`config.mk`:
```
export PLATFORM = sky130hd
export DESIGN_NAME = fixed_frame_coordinate_parser_top
export DESIGN_NICKNAME = d
export VERILOG_FILES = /design/src/rtl/core/ffcp_pkg.sv /design/src/rtl/core/ffcp_in_stage.sv /design/src/rtl/core/ffcp_accum.sv /design/src/rtl/core/ffcp_out_reg.sv /design/src/rtl/core/fixed_frame_coordinate_parser_top.sv
export SDC_FILE = /design/constraint.sdc
export NUM_CORES = 1
export LEC_CHECK = 0
export BUFFER_PORTS_ARGS = -buffer_cell sky130_fd_sc_hd__buf_2
export CAP_MARGIN = 20
export CELL_PAD_IN_SITES_DETAIL_PLACEMENT = 2
export CELL_PAD_IN_SITES_GLOBAL_PLACEMENT = 2
export CORE_AREA = 2 2 163 165
export CTS_CLUSTER_SIZE = 12
export DETAILED_ROUTE_END_ITERATION = 8
export DIE_AREA = 0 0 165 167
export PLACE_DENSITY_LB_ADDON = 0.15
export SETUP_SLACK_MARGIN = 0.1
export SYNTH_ARGS = -nofsm -noshare
export SYNTH_HDL_FRONTEND = slang
export SYNTH_HIERARCHICAL = 1
export SYNTH_SLANG_ARGS = --single-unit
```
`constraint.sdc`:
```
create_clock -name clk -period 5.2 [get_ports clk]
set_input_delay 0.26 -clock clk [delete_from_list [all_inputs] [get_ports clk]]
set_output_delay 0.26 -clock clk [all_outputs]
set_load 0.02 [all_outputs]
```
`src/rtl/core/ffcp_pkg.sv`:
```
`timescale 1ns / 1ps
`default_nettype none

package ffcp_pkg;

	localparam int CharW    = 8;
	localparam int PosW     = 5;
	localparam int Deg7W    = 7;
	localparam int LonDegW  = 10;
	localparam int LonOutW  = 11;
	localparam int SecW     = 14;
	localparam int SeenW    = 6;

	localparam logic [PosW-1:0]  PosMax   = 5'd31;
	localparam logic [PosW-1:0]  PosSign  = 5'd10;
	localparam logic [PosW-1:0]  PosTerm  = 5'd20;

	localparam logic [CharW-1:0] ChMinus  = 8'h2D;
	localparam logic [CharW-1:0] ChSemi   = 8'h3B;
	localparam logic [CharW-1:0] ChZero   = 8'h30;
	localparam logic [CharW-1:0] ChNine   = 8'h39;

	localparam logic [SeenW-1:0] SeenAll  = 6'h3F;

	typedef struct packed {
		logic             valid;
		logic [CharW-1:0] char_code;
		logic             last;
	} beat_t;

	typedef struct packed {
		logic                       format_ok;
		logic        [Deg7W-1:0]    lat_degrees;
		logic        [Deg7W-1:0]    lat_minutes;
		logic        [SecW-1:0]     lat_seconds_centi;
		logic signed [LonOutW-1:0]  lon_degrees;
		logic        [Deg7W-1:0]    lon_minutes;
		logic        [SecW-1:0]     lon_seconds_centi;
	} result_t;

	typedef struct packed {
		logic valid;
		logic ready;
	} out_status_t;

endpackage

`default_nettype wire

```
`src/rtl/core/ffcp_in_stage.sv`:
```
`timescale 1ns / 1ps
`default_nettype none

module ffcp_in_stage (
	input  wire                          clk,
	input  wire                          arst_n,
	input  wire                          in_valid,
	output logic                         in_ready,
	input  wire  [ffcp_pkg::CharW-1:0]   in_char,
	input  wire                          in_last,
	input  wire  ffcp_pkg::out_status_t  out_status,
	output ffcp_pkg::beat_t              beat
);
	import ffcp_pkg::*;

	logic             valid_s1;
	logic [CharW-1:0] char_s1;
	logic             last_s1;
	logic             advance;

	// hold a last beat while the result register is still occupied
	assign advance  = valid_s1 && !(last_s1 && out_status.valid && !out_status.ready);
	assign in_ready = !valid_s1 || advance;

	always_ff @(posedge clk or negedge arst_n) begin
		if (!arst_n) begin
			valid_s1 <= 1'b0;
		end else if (in_ready) begin
			valid_s1 <= in_valid;
		end
	end

	always_ff @(posedge clk) begin
		if (in_ready && in_valid) begin
			char_s1 <= in_char;
			last_s1 <= in_last;
		end
	end

	assign beat.valid     = advance;
	assign beat.char_code = char_s1;
	assign beat.last      = last_s1;

endmodule

`default_nettype wire

```
`src/rtl/core/ffcp_accum.sv`:
```
`timescale 1ns / 1ps
`default_nettype none

module ffcp_accum (
	input  wire                 clk,
	input  wire                 arst_n,
	input  wire ffcp_pkg::beat_t beat,
	output logic                res_load,
	output ffcp_pkg::result_t   res
);
	import ffcp_pkg::*;

	logic [PosW-1:0]    pos_q;
	logic [Deg7W-1:0]   lat_deg_q, lat_min_q, lat_sw_q, lat_sf_q;
	logic [1:0]         lat_fc_q;
	logic               lon_neg_q;
	logic [LonDegW-1:0] lon_deg_q;
	logic [Deg7W-1:0]   lon_min_q, lon_sw_q, lon_sf_q;
	logic [1:0]         lon_fc_q;
	logic [SeenW-1:0]   seen_q;

	logic               is_digit;
	logic [3:0]         dval;
	logic               ok;

	function automatic logic [Deg7W-1:0] tta7(input logic [Deg7W-1:0] acc,
	                                          input logic [3:0] d);
		logic [Deg7W-1:0] t;
		t = (acc << 3) + (acc << 1);
		return t + Deg7W'(d);
	endfunction

	function automatic logic [LonDegW-1:0] tta10(input logic [LonDegW-1:0] acc,
	                                             input logic [3:0] d);
		logic [LonDegW-1:0] t;
		t = (acc << 3) + (acc << 1);
		return t + LonDegW'(d);
	endfunction

	function automatic logic [SecW-1:0] sec_centi(input logic [Deg7W-1:0] whole,
	                                              input logic [Deg7W-1:0] frac,
	                                              input logic [1:0] cnt);
		logic [SecW-1:0] w;
		logic [SecW-1:0] f;
		w = (SecW'(whole) << 6) + (SecW'(whole) << 5) + (SecW'(whole) << 2);
		case (cnt)
			2'd0:    f = '0;
			2'd1:    f = (SecW'(frac) << 3) + (SecW'(frac) << 1);
			default: f = SecW'(frac);
		endcase
		return w + f;
	endfunction

	assign is_digit = (beat.char_code >= ChZero) && (beat.char_code <= ChNine);
	assign dval     = is_digit ? beat.char_code[3:0] : 4'd0;

	// fields only change below the terminator, so the stored state is final here
	assign ok = (pos_q == PosTerm) && (beat.char_code == ChSemi) && (seen_q == SeenAll);

	assign res_load = beat.valid && beat.last;

	always_comb begin
		res = '0;
		if (ok) begin
			res.format_ok         = 1'b1;
			res.lat_degrees       = lat_deg_q;
			res.lat_minutes       = lat_min_q;
			res.lat_seconds_centi = sec_centi(lat_sw_q, lat_sf_q, lat_fc_q);
			res.lon_degrees       = lon_neg_q ? -$signed({1'b0, lon_deg_q})
			                                  : $signed({1'b0, lon_deg_q});
			res.lon_minutes       = lon_min_q;
			res.lon_seconds_centi = sec_centi(lon_sw_q, lon_sf_q, lon_fc_q);
		end
	end

	always_ff @(posedge clk or negedge arst_n) begin
		if (!arst_n) begin
			pos_q     <= '0;
			lat_deg_q <= '0;
			lat_min_q <= '0;
			lat_sw_q  <= '0;
			lat_sf_q  <= '0;
			lat_fc_q  <= '0;
			lon_neg_q <= 1'b0;
			lon_deg_q <= '0;
			lon_min_q <= '0;
			lon_sw_q  <= '0;
			lon_sf_q  <= '0;
			lon_fc_q  <= '0;
			seen_q    <= '0;
		end else if (beat.valid) begin
			if (beat.last) begin
				// frame done: start clean
				pos_q     <= '0;
				lat_deg_q <= '0;
				lat_min_q <= '0;
				lat_sw_q  <= '0;
				lat_sf_q  <= '0;
				lat_fc_q  <= '0;
				lon_neg_q <= 1'b0;
				lon_deg_q <= '0;
				lon_min_q <= '0;
				lon_sw_q  <= '0;
				lon_sf_q  <= '0;
				lon_fc_q  <= '0;
				seen_q    <= '0;
			end else begin
				if (pos_q != PosMax) begin
					pos_q <= pos_q + 1'b1;
				end
				if (pos_q == PosSign && beat.char_code == ChMinus) begin
					lon_neg_q <= 1'b1;
				end
				if (is_digit) begin
					case (pos_q)
						5'd2, 5'd3: begin
							lat_deg_q <= tta7(lat_deg_q, dval);
							seen_q[0] <= 1'b1;
						end
						5'd4, 5'd5: begin
							lat_min_q <= tta7(lat_min_q, dval);
							seen_q[1] <= 1'b1;
						end
						5'd6, 5'd7: begin
							lat_sw_q  <= tta7(lat_sw_q, dval);
							seen_q[2] <= 1'b1;
						end
						5'd8, 5'd9: begin
							lat_sf_q  <= tta7(lat_sf_q, dval);
							lat_fc_q  <= lat_fc_q + 1'b1;
							seen_q[2] <= 1'b1;
						end
						5'd11, 5'd12, 5'd13: begin
							lon_deg_q <= tta10(lon_deg_q, dval);
							seen_q[3] <= 1'b1;
						end
						5'd14, 5'd15: begin
							lon_min_q <= tta7(lon_min_q, dval);
							seen_q[4] <= 1'b1;
						end
						5'd16, 5'd17: begin
							lon_sw_q  <= tta7(lon_sw_q, dval);
							seen_q[5] <= 1'b1;
						end
						5'd18, 5'd19: begin
							lon_sf_q  <= tta7(lon_sf_q, dval);
							lon_fc_q  <= lon_fc_q + 1'b1;
							seen_q[5] <= 1'b1;
						end
						default: begin
						end
					endcase
				end
			end
		end
	end

endmodule

`default_nettype wire

```
`src/rtl/core/ffcp_out_reg.sv`:
```
`timescale 1ns / 1ps
`default_nettype none

module ffcp_out_reg (
	input  wire                     clk,
	input  wire                     arst_n,
	input  wire                     res_load,
	input  wire ffcp_pkg::result_t  res,
	input  wire                     out_ready,
	output logic                    out_valid,
	output ffcp_pkg::result_t       out_res,
	output ffcp_pkg::out_status_t   out_status
);
	import ffcp_pkg::*;

	logic    valid_q;
	result_t res_q;

	always_ff @(posedge clk or negedge arst_n) begin
		if (!arst_n) begin
			valid_q <= 1'b0;
		end else if (res_load) begin
			valid_q <= 1'b1;
		end else if (out_ready) begin
			valid_q <= 1'b0;
		end
	end

	always_ff @(posedge clk) begin
		if (res_load) begin
			res_q <= res;
		end
	end

	assign out_valid        = valid_q;
	assign out_res          = res_q;
	assign out_status.valid = valid_q;
	assign out_status.ready = out_ready;

endmodule

`default_nettype wire

```
`src/rtl/core/fixed_frame_coordinate_parser_top.sv`:
```
`timescale 1ns / 1ps
`default_nettype none

// Coordinate frame parser. Feed one ASCII character per beat on s_axis, with
// tlast on the final character; each frame yields one result beat on m_axis.
// A character is taken every cycle while s_axis_tready is high: it passes an
// input register, then the position decode and times-ten accumulate, and the
// last character of a frame loads the result register, which holds it for
// m_axis until it is read. s_axis_tready drops only while a last character
// waits on a result that is not yet read. The result is valid (tuser high)
// only for a 21-character frame with ';' at position 20 and a digit in every
// field; otherwise tuser is low and all values are zero. Seconds are in
// hundredths.
module fixed_frame_coordinate_parser_top (
	input  wire         clk,
	input  wire         arst_n,
	input  wire         s_axis_tvalid,
	output logic        s_axis_tready,
	input  wire  [7:0]  s_axis_tdata,   // [7:0] char_code
	input  wire         s_axis_tlast,   // end_of_frame
	output logic        m_axis_tvalid,
	input  wire         m_axis_tready,
	// [6:0] lat_degrees, [13:7] lat_minutes, [27:14] lat_seconds_centi,
	// [38:28] lon_degrees, [45:39] lon_minutes, [59:46] lon_seconds_centi, [63:60] zero
	output logic [63:0] m_axis_tdata,
	output logic        m_axis_tuser    // [0] format_ok
);
	import ffcp_pkg::*;

	beat_t       beat;
	out_status_t out_status;
	result_t     res;
	result_t     out_res;
	logic        res_load;

	ffcp_in_stage u_in_stage (
		.clk        (clk),
		.arst_n     (arst_n),
		.in_valid   (s_axis_tvalid),
		.in_ready   (s_axis_tready),
		.in_char    (s_axis_tdata),
		.in_last    (s_axis_tlast),
		.out_status (out_status),
		.beat       (beat)
	);

	ffcp_accum u_accum (
		.clk      (clk),
		.arst_n   (arst_n),
		.beat     (beat),
		.res_load (res_load),
		.res      (res)
	);

	ffcp_out_reg u_out_reg (
		.clk        (clk),
		.arst_n     (arst_n),
		.res_load   (res_load),
		.res        (res),
		.out_ready  (m_axis_tready),
		.out_valid  (m_axis_tvalid),
		.out_res    (out_res),
		.out_status (out_status)
	);

	assign m_axis_tuser = out_res.format_ok;
	assign m_axis_tdata = {4'd0,
	                       out_res.lon_seconds_centi,
	                       out_res.lon_minutes,
	                       out_res.lon_degrees,
	                       out_res.lat_seconds_centi,
	                       out_res.lat_minutes,
	                       out_res.lat_degrees};

endmodule

`default_nettype wire
```
; Word level (Yosys, flattened, before mapping)
; Cells that the tools add are included.
[word_totals]
reg_bits = 147
latchBits = 0
ram_bits = 0
mem_bits_ro = 0
out_inout_bits = 67
word_cells = 188
n_memories = 0
[classes]
add_sub_neg = 28
mul = 0
div_mod_pow = 0
order_cmp = 2
n_eq_ne = 25
shift = 0
mux = 51
n_bitwise = 0
n_reduce_logical = 52
[ops]
columns = operator, count
row1 = two-way mux 7 bit, 21
row2 = two-way mux 61 bit, 1
row3 = adder 7 x 4 -> 7 bit, 7
row4 = adder 7 bit, 7
row5 = one-hot mux 11 bit (2 select lines), 2
row6 = == test 5 x 4 -> 1 bit (second input constant), 8
row7 = two-way mux 10 bit, 3
row8 = AND reduction 3 bit, 10
row9 = adder 13 x 12 -> 14 bit, 2
row10 = adder 14 bit, 2
row11 = adder 14 x 9 -> 14 bit, 2
row12 = two-way mux 14 bit, 2
row13 = nonzero test 2 bit, 14
row14 = == test 5 bit (second input constant), 5
row15 = adder 10 x 8 -> 11 bit, 2
row16 = == test 5 x 3 -> 1 bit (second input constant), 4
row17 = == test 8 x 6 -> 1 bit (second input constant), 2
row18 = OR reduction 2 bit, 7
row19 = two-way mux 2 bit, 6
row20 = two-way mux 6 bit, 2
row21 = two-way mux 11 bit, 1
row22 = negator 10 -> 11 bit, 1
row23 = adder 10 bit, 1
row24 = adder 10 x 4 -> 10 bit, 1
row25 = 18 further kinds, 45

; Logic depth before layout (Yosys ltp)
; Gate-level depths: netlist (run 1).
[logic_depth]
ltp_word = 7
mapped_depth = 19
depth_no_buf = 19

; Hierarchy
; Netlist (run 1), hierarchy kept.
[modules_own_cells]
columns = mod, instances, cells_per_inst, area_per_inst_um2, seq_area_each_um2
row1 = ffcp_accum, 1, 878, 7910.1, 1876.8
row2 = ffcp_out_reg, 1, 66, 1883.1, 1856.8
row3 = ffcp_in_stage, 1, 17, 360.3, 295.3
row4 = fixed_frame_coordinate_parser_top, 1, 5, 33.8, 0.0

; Worst setup path after synthesis (run 1)
; No wires, ideal clock.
[synth_path]
kind = reg-to-reg
startpoint = reg u_accum.lon_sf_q[3]
endpoint = reg u_out_reg.res_q, in the netlist u_out_reg/out_res[10] (data pin)
setup_ps = 260
arrival_time_ps = 3491
required_ps = 4940
setup_slack_ps = 1450
stages_incl_launch_ff = 16
n_path_buf = 0
cell_sequence = dfrtp_1 -> ha_1 -> inv_1 -> fa_1 -> nand2_1 -> nor2_1 -> o32ai_1 -> fa_1 -> fa_1 -> ha_1 -> nor2b_1 -> o21a_1 -> o21ai_0 -> a21boi_0 -> nor3_1 -> nor3_1
[synth_via]
elab_chain_cells = 4
[synth_lines]
columns = element, line_no
row1 = "start, declared", ffcp_accum.sv:18  ; logic [Deg7W-1:0] lon_min_q, lon_sw_q, lon_sf_q;
row2 = "start signal, assigned", ffcp_accum.sv:146  ; lon_sf_q <= tta7(lon_sf_q, dval);
row3 = adder 10 x 8 -> 11 bit, ffcp_accum.sv:48  ; 2'd1: f = (SecW'(frac) << 3) + (SecW'(frac) << 1);
row4 = one-hot mux 11 bit (2 select lines) *, ffcp_accum.sv:46  ; case (cnt)
row5 = two-way mux 14 bit *, ffcp_accum.sv:64  ; if (ok) begin
row6 = adder 14 bit *, ffcp_accum.sv:51  ; return w + f;
row7 = "end signal, assigned", ffcp_out_reg.sv:31  ; res_q <= res;
row8 = "end, declared", ffcp_out_reg.sv:17  ; result_t res_q;
; Every way passes the cells marked *; elsewhere a longest branch is shown, timed or not. The select of a mux whose other input is x is not followed.
; A chain may end at the register's enable or synchronous reset.

; Worst setup path after layout (run 1)
; Ends and elaborated chain as after synthesis.

==> run summary, run 1 <==
In the final routed layout, each cell accounts on average for 20.2 um. Summed over all cells, the static leakage comes to 5.49 nW. After filler insertion, the fill cell instance count of the layout stands at 2696. Summing internal, switching and leakage power gives 3.43 mW. The area growth from synthesis to layout is 13.4%. Number of synthesized flops with an enable pin: 70. After detailed routing, the number of remaining DRC violations is 0.

For the number of placement rows, the log shows 59. The placer congestion estimate is 0.775, and the count of inserted antenna diode cells is 0. Total global-route track usage: 0.218.

Derived from the worst setup path, the maximum achievable clock frequency is 0.233 GHz. For this design, the CTS-stage hold fixing added 10 buffers. The setup path with the least slack is of type reg -> reg. No sink is reached through more buffers than the 2 on the longest clock path. The flip-flop cell with the highest count after synthesis is sky130_fd_sc_hd__dfrtp_1.

The number of hold violations in the final report is 0, and the switching part of the total power is 0.332. Across the whole layout, storage elements account for 0.00403 sq mm. The post-detailed-placement cell area is 0.0109 sq mm.

Setup repair after global routing left no endpoint under its margin. Power spread over the standard cell area amounts to 297 mW/mm^2. Setup slack after placement: 927 ps. The tools report the combinational share of power as 0.229.

The core region is 0.0258 sq mm. Total internal power: 2.29 mW. The later pin in the worst-skew pair is clocked with a latency of 430 ps. The logs give 0.414 for the share of total power in sequential cells and 80 for the count of pins on the block boundary. The number of antenna violations at the first check in global routing was 0. Measured along the y axis, the die boundary spans 167 um.

After synthesis, the netlist uses 64 different library cells. The share of cells above drive strength 1 was 0.127. Yosys printed 6 warnings. Hold is met by 30.3 ps. CTS saw 147 sinks. Input and output buffers added on the ports amount to 75. The logs give 0.395 for the initial core utilization and 20400 um for the post-DP HPWL. In this run, synthesis produced a sequential element count of 147. The die covers 0.0276 sq mm.

The first global-routing pass estimated 46600 um of wire. The minimum setup slack among reg-to-reg paths was 910 ps; the post-cts gate resize count was 0. The number of max-cap violations was 0; the maximum number of pins on one net before global-route repair was 68. IR analysis of the VDD net gives a maximum drop of 169 uV. The via count normalized by instance count is 5.42, and the clock buffer count from CTS is 17. For the via count of the first global-routing pass, the log shows 8726. The critical hold path startpoint was s_axis_tvalid. After detailed routing, the total wire length is 28100 um. The count of pins over their slew limit is 0, and the minimum period implied by the final worst setup slack is 4290 ps. The net count reported at finish was 1225. The antenna violation net count after detailed routing came out at 0.

In the final timing run, aggregate negative setup slack is 0 ps. The run finished with clean final reports. The clock arrives with 14.9 ps of skew.

The worst setup path is captured at a register. STA classifies the critical path startpoint as a register. TritonCTS built the clock tree.

The logs give 0.395 for the sequential share of the synthesized area and 0.00560 sq mm for the footprint of the multi-input gates. The power dissipated by switching net loads is 1.14 mW, and the worst-case setup margin in the final layout is 905 ps. The detailed router placed 7554 vias in this run.

Signal arrival time at the worst endpoint: 4440 ps. The final critical-path share of the clock period is 0.826. The tools report the clock share of power as 0.358.

The post-CTS repair timing setup buffer count was 0. For this block, the initial DRC count from the detailed router was 281. The maximum fanout encountered on the critical timing path was 5. The worst flop-to-flop path startpoint is u_accum/lon_sf_q[3]$_DFFE_PN0P_.

At the worst endpoint, the required time is 5350 ps. The buffer type at the clock tree root was sky130_fd_sc_hd__clkbuf_16. The mean cell area of the mapped netlist is 10.5 sq um, and the cell area after layout is 0.0116 sq mm.

At the pin with the least slew margin, the transition time is 961 ps. Measured along the x axis, the die boundary spans 165 um. For the worst slew slack as a fraction of its limit, the log shows 0.359.

The clock transition at the registers of the reported paths was 70 ps. Worst hold-check path type: in -> reg. The most critical setup path has its startpoint at u_accum/lon_sf_q[3]$_DFFE_PN0P_. The remaining global-route overflow was 0; the maximum level of the CTS H-tree was 4. The first detailed-routing pass took 4 iterations.

After synthesis the cells add up to 0.0102 sq mm. Setup violations remaining at the end of the flow were counted as 0. Async set or reset register ratio after synthesis: 0.524. The cell count after synthesis came out at 966.
## final cells by class
class                   instances  area share
clock buffers                  19      0.0402
repair buffers                 94      0.0472
flip-flops and latches        147       0.349
inverters                     102      0.0331
well taps                     335      0.0363
multi-input cells             683       0.485
clock inverters                13     0.00975
## state kept, by name, indices dropped and copies added, names as in the netlist
name,count
u_out_reg/out_res,61
u_accum/lon_deg_q,10
u_in_stage/char_s1,8
u_accum/lat_deg_q,7
u_accum/lat_min_q,7
u_accum/lat_sf_q,7
u_accum/lat_sw_q,7
u_accum/lon_min_q,7
u_accum/lon_sf_q,7
u_accum/lon_sw_q,7
u_accum/seen_q,6
u_accum/pos_q,5
u_accum/lat_fc_q,2
u_accum/lon_fc_q,2
u_accum/lon_neg_q,1
u_in_stage/last_s1,1
u_in_stage/valid_s1,1
u_out_reg/out_valid,1
## power groups by stage
stage          Clock [mW]  Sequential (mW)  Combinational (mW)
2_1_floorplan           0             1.42               0.567
5_1_grt              1.30             1.44               0.893
3_5_place_dp            0             1.44               0.779
3_3_place_gp            0             1.44               0.742
6_report             1.23             1.42               0.784
4_1_cts              1.27             1.42               0.800
## placed cells by master (no fill, tap or decap), types with 7 or more instances in the layout
cell | Yosys | layout
sky130_fd_sc_hd__a211oi_1 | 8 | 8
sky130_fd_sc_hd__a21o_1 | 14 | 14
sky130_fd_sc_hd__a21oi_1 | 39 | 39
sky130_fd_sc_hd__a22o_1 | 13 | 13
sky130_fd_sc_hd__and3_1 | 31 | 31
sky130_fd_sc_hd__buf_2 | 7 | 74
sky130_fd_sc_hd__buf_4 | 10 | 10
sky130_fd_sc_hd__clkbuf_16 | 0 | 18
sky130_fd_sc_hd__dfrtp_1 | 77 | 77
sky130_fd_sc_hd__dlygate4sd3_1 | 0 | 10
sky130_fd_sc_hd__edfxtp_1 | 70 | 70
sky130_fd_sc_hd__fa_1 | 42 | 42
sky130_fd_sc_hd__ha_1 | 125 | 125
sky130_fd_sc_hd__inv_1 | 102 | 102
sky130_fd_sc_hd__mux2i_1 | 9 | 9
sky130_fd_sc_hd__nand2_1 | 69 | 69
sky130_fd_sc_hd__nand3_1 | 8 | 8
sky130_fd_sc_hd__nor2_1 | 55 | 55
sky130_fd_sc_hd__nor2b_1 | 10 | 10
sky130_fd_sc_hd__nor3_1 | 25 | 24
sky130_fd_sc_hd__nor3b_1 | 7 | 7
sky130_fd_sc_hd__o21ai_0 | 54 | 54
sky130_fd_sc_hd__o22ai_1 | 14 | 14
sky130_fd_sc_hd__o31ai_1 | 8 | 8
sky130_fd_sc_hd__xnor2_1 | 35 | 35
sky130_fd_sc_hd__xor2_1 | 27 | 27
## cells by family (layout without fill, tap and decap cells)
kind of cell | Yosys count | after routing | share of synthesized area
AO/OA/AOI/OAI | 199 | 199 | 0.127
other | 1 | 4 | 0.000368
buffers and inverters | 139 | 228 | 0.0565
flip-flops | 147 | 147 | 0.395
AND/OR/NAND/NOR | 238 | 238 | 0.118
XOR/XNOR | 62 | 62 | 0.0533
multiplexers | 12 | 12 | 0.0122
adder cells (fa/ha/maj) | 168 | 168 | 0.237
## Yosys cell counts, drive strengths merged, types with 5 or more instances
cell     instances  area (sq um)
a211oi           9          72.6
a21o            14           105
a21oi           39           195
a22o            13           114
a22oi            5          37.5
and2             5          33.8
and3            31           194
buf             18           121
clkbuf          19          71.3
dfrtp           77          1930
edfxtp          70          2100
fa              42           841
ha             125          1560
inv            102           383
mux2i            9          90.1
nand2           71           277
nand2b           6          37.5
nand3            8          40.0
nor2            55           206
nor2b           10          62.6
nor3            26           135
nor3b            8          65.1
nor4             7          50.1
o21a             5          37.5
o21ai           60           312
o22ai           14          87.6
o2bb2ai          6          52.6
o31ai            8          60.1
xnor2           35           307
xor2            27           236
## metal layers
| layer | GRT usage | vias to the layer above | wire, um |
|---|---|---|---|
| met5 | 0 | - | 0 |
| met4 | 0.0631 | 0 | 558 |
| met3 | 0.0239 | 34 | 432 |
| met2 | 0.407 | 96 | 14900 |
| met1 | 0.261 | 3876 | 12200 |
| li1 | - | 3548 | - |
## final timing paths
check	to	cells after the start
hold / removal	u_in_stage/valid_s1$_DFFE_PN0P_	2
max in group asynchronous	u_accum/lat_sw_q[2]$_DFFE_PN0P_	3
setup / recovery	u_out_reg/out_res[10]$_DFFE_PP_	15
min in group asynchronous	u_out_reg/out_valid$_DFFE_PN0P_	2
hold reg to reg	u_accum/seen_q[4]$_DFFE_PN0P_	2
setup reg to reg	u_out_reg/out_res[10]$_DFFE_PP_	15
## critical path, cell delays in order (launching register included)
cell                       delay, ps
sky130_fd_sc_hd__dfrtp_1         440
sky130_fd_sc_hd__ha_1            210
sky130_fd_sc_hd__inv_1            60
sky130_fd_sc_hd__fa_1            410
sky130_fd_sc_hd__nand2_1         100
sky130_fd_sc_hd__nor2_1           50
sky130_fd_sc_hd__o32ai_1         350
sky130_fd_sc_hd__fa_1            500
sky130_fd_sc_hd__fa_1            460
sky130_fd_sc_hd__ha_1            350
sky130_fd_sc_hd__nor2b_1         160
sky130_fd_sc_hd__o21a_1          180
sky130_fd_sc_hd__o21ai_0         270
sky130_fd_sc_hd__a21boi_0        210
sky130_fd_sc_hd__nor3_1          190
sky130_fd_sc_hd__nor3_1           70
## stage by stage
step	std cells	util
CTS	1393	0.448
floorplan	969	-
detailed placement	1351	0.422
finish	1393	0.448
global placement	1351	0.422
global route	1393	0.448
No activity file was read; power rests on OpenSTA's default activity.
==> run 2, diff against run 1 <==
Clock period 5.2 ns to 4.1 ns, I/O delays scaled along.
==> run summary, run 2 (same netlist as run 1, synthesis figures left out) <==
STA classifies the critical path endpoint as a register. Before CTS, the worst setup slack after placement is -113 ps. The worst supply voltage drop on vdd was 234 uV. The count of pins over their slew limit was 0. After floorplanning, the core was sized to cover 0.0258 sq mm. The via count of the first global-routing pass is 8640. The clock passes through at most 2 buffers. In the routed design, unresolved DRC markers number 0. The switching part of the total power works out to 0.328. On the final layout, the worst clock skew is 14.4 ps.

The run gives 2675 as the filler cell count in the final layout. Cell count after placement: 1361. The maximum fanout encountered on the critical timing path works out to 5.

Dividing the detail-routed wire length by the instance count gives 20.6 um. The net count reported at finish came out at 1246. Setup repair after global routing could not meet its margin everywhere. The tools report the number of antenna violations at the first check in global routing as 0. The first TritonRoute pass finished after 4 iterations. The total via count after detailed routing was 7589; the total internal power was 3.04 mW. Once layout is complete, the cells apart from fillers number 1414.

The share of cells above drive strength 1 was 0.195. The global-route wire length before repair is 46700 um. The run gives 0.217 as the total global-route track usage.

The count of nets left with antenna violations once routing finished came out at 0. The die covers 0.0276 sq mm. The library cells used most frequently in the layout, excluding fill and tap cells, are sky130_fd_sc_hd__ha_1, sky130_fd_sc_hd__inv_1, sky130_fd_sc_hd__buf_2. The tools report the worst flop-to-flop path startpoint as u_accum/lon_sf_q[2]$_DFFE_PN0P_.

Based on the critical path, the design can be clocked at up to 0.251 GHz. The post-route worst hold slack is 55.3 ps. The floorplan has 59 rows.

For this block, the initial DRC count from the detailed router was 258. The slew at the pin closest to its max-slew limit was 962 ps. Compared with the post-synthesis result, the final layout area differs by 18.3%. The library cell used most frequently in the layout, excluding fill and tap cells, is sky130_fd_sc_hd__ha_1. Clock net sink count: 147.

The flow ran to the end, and the final reports show no timing, DRC or antenna violations. The run gives 0.359 as the worst slew slack as a fraction of its limit. The tools report the overall power after layout as 4.52 mW. The horizontal extent of the die was 165 um; the maximum level of the CTS H-tree was 4. For this design the total switching power over the nets is 1.49 mW. The via count normalized by instance count came out at 5.37. The final layout contains routed wiring with a total length of 29200 um. The logs give 0 for the remaining global-route overflow and 0 for the number of max-cap violations. The clock transition at the registers of the reported paths came out at 70 ps.

The worst hold path terminates at u_out_reg/out_valid$_DFFE_PN0P_. Entering global routing, the biggest net connects 68 pins. The clock share of power is 0.365, and the signal arrival time at the worst endpoint is 4150 ps. The clock buffer count from CTS was 17.

The number of hold violations in the final report is 0, and the placer congestion estimate is 0.789. The run gives 80 as the count of pins on the block boundary. Worst-case setup margin in the final layout: 113 ps. The worst setup path is of the reg -> reg kind. 0 antenna diodes ended up in the layout. Measured in cells, the most critical reg-to-reg path has a length of 14.

The final critical-path share of the clock period is 0.972, and the number of input and output port buffers inserted is 75. Counting instances, the worst hold path has a depth of 3. The leakage dissipation is 5.58 nW, and the post-DP HPWL is 20200 um. The combinational share of power came out at 0.238.

Minimum setup slack among reg-to-reg paths: 110 ps. The tools report the final design utilization as 0.468. The cell area after layout is 0.0120 sq mm, and the initial core utilization is 0.395. The worst hold-check path type was in -> reg. The worst setup path is launched from a register.

The die is 167 um tall. The buffer type at the clock tree root was sky130_fd_sc_hd__clkbuf_16. The tools report the clock latency of the later-clocked register in the worst-skew pair as 440 ps. For the worst endpoint required time, the log shows 4260 ps. The register with the most flip-flops in the layout has 61 of them.

TritonCTS built the clock tree. The accumulated negative setup slack came out at 0 ps. The run gives 0 as the final count of negative-setup-slack endpoints.

For the post-detailed-placement cell area, the log shows 0.0110 sq mm. The share of total power in sequential cells was 0.397. The worst register-to-register path ends at u_out_reg/out_res[10]$_DFFE_PP_.

The critical hold path startpoint was m_axis_tready. For this design the ratio of total power to cell area is 375 mW/mm^2. The minimum period implied by the final worst setup slack was 3990 ps.
==> run 2: changes by cell type in the layout (fill, tap and decap cells not counted), moves of 6 or more <==
cell                      delta
sky130_fd_sc_hd__buf_4      +20
sky130_fd_sc_hd__ha_4       +11
sky130_fd_sc_hd__o21ai_0     -9
sky130_fd_sc_hd__ha_1       -16
sky130_fd_sc_hd__a21oi_1     -6
==> run 2: what timing repair did <==
| item | CTS | global route |
|---|---|---|
| hold buffers | 11 | 0 |
| pin swaps | 1 | 20 |
| endpoints found under the hold margin | 64 | 0 |
| setup buffers | 1 | 9 |
| resized for setup | 20 | 53 |
| setup endpoints to repair | 10 | 12 |
==> run 2: layer usage <==
| layer | vias to the layer above | GRT usage | part of all wire |
|---|---|---|---|
| li1 | 3582 | - | - |
| met1 | 3874 | 0.270 | 0.43 |
| met2 | 98 | 0.393 | 0.53 |
| met3 | 35 | 0.0239 | 0.017 |
| met4 | 0 | 0.0635 | 0.019 |
| met5 | - | 0 | 0 |
==> run 2: layout make-up <==
class                           count  area (sq um)  area share
Clock inverter                     14           168      0.0139
Tap cell                          335           419      0.0348
Timing Repair Buffer              115           706      0.0586
Inverter                          102           383      0.0318
Clock buffer                       18           439      0.0364
Multi-Input combinational cell    683          5900       0.490
Sequential cell                   147          4040       0.335
==> run 2: how the worst max path moves through the flow <==
stage                                                from                               to
after global placement    u_accum/lon_sf_q[2]$_DFFE_PN0P_  u_out_reg/out_res[10]$_DFFE_PP_
after detailed placement  u_accum/lon_sf_q[2]$_DFFE_PN0P_  u_out_reg/out_res[10]$_DFFE_PP_
final                     u_accum/lon_sf_q[2]$_DFFE_PN0P_  u_out_reg/out_res[10]$_DFFE_PP_
after global routing      u_accum/lon_sf_q[2]$_DFFE_PN0P_  u_out_reg/out_res[12]$_DFFE_PP_
after floorplan           u_accum/lon_sf_q[3]$_DFFE_PN0P_  u_out_reg/out_res[10]$_DFFE_PP_
after CTS                 u_accum/lat_sf_q[2]$_DFFE_PN0P_  u_out_reg/out_res[43]$_DFFE_PP_
==> run 2: critical path, stage by stage (launching register included) <==
cell and delay [ps]:
sky130_fd_sc_hd__dfrtp_2 460, sky130_fd_sc_hd__ha_2 400, sky130_fd_sc_hd__nand3_1 170, sky130_fd_sc_hd__a21boi_2 240
sky130_fd_sc_hd__buf_4 140, sky130_fd_sc_hd__o32ai_2 70, sky130_fd_sc_hd__fa_1 520, sky130_fd_sc_hd__fa_1 470
sky130_fd_sc_hd__ha_4 290, sky130_fd_sc_hd__nor2b_1 150, sky130_fd_sc_hd__o21a_1 200, sky130_fd_sc_hd__o21ai_2 240
sky130_fd_sc_hd__a21boi_2 110, sky130_fd_sc_hd__nor3_1 180, sky130_fd_sc_hd__nor3_1 80
==> run 2: power groups by stage <==
stage          logic, mW  clock network, mW  registers [mW]
5_1_grt             1.23               1.75            1.82
3_3_place_gp       0.941                  0            1.82
2_1_floorplan      0.719                  0            1.80
3_5_place_dp       0.976                  0            1.83
6_report            1.08               1.65            1.80
4_1_cts             1.01               1.69            1.80
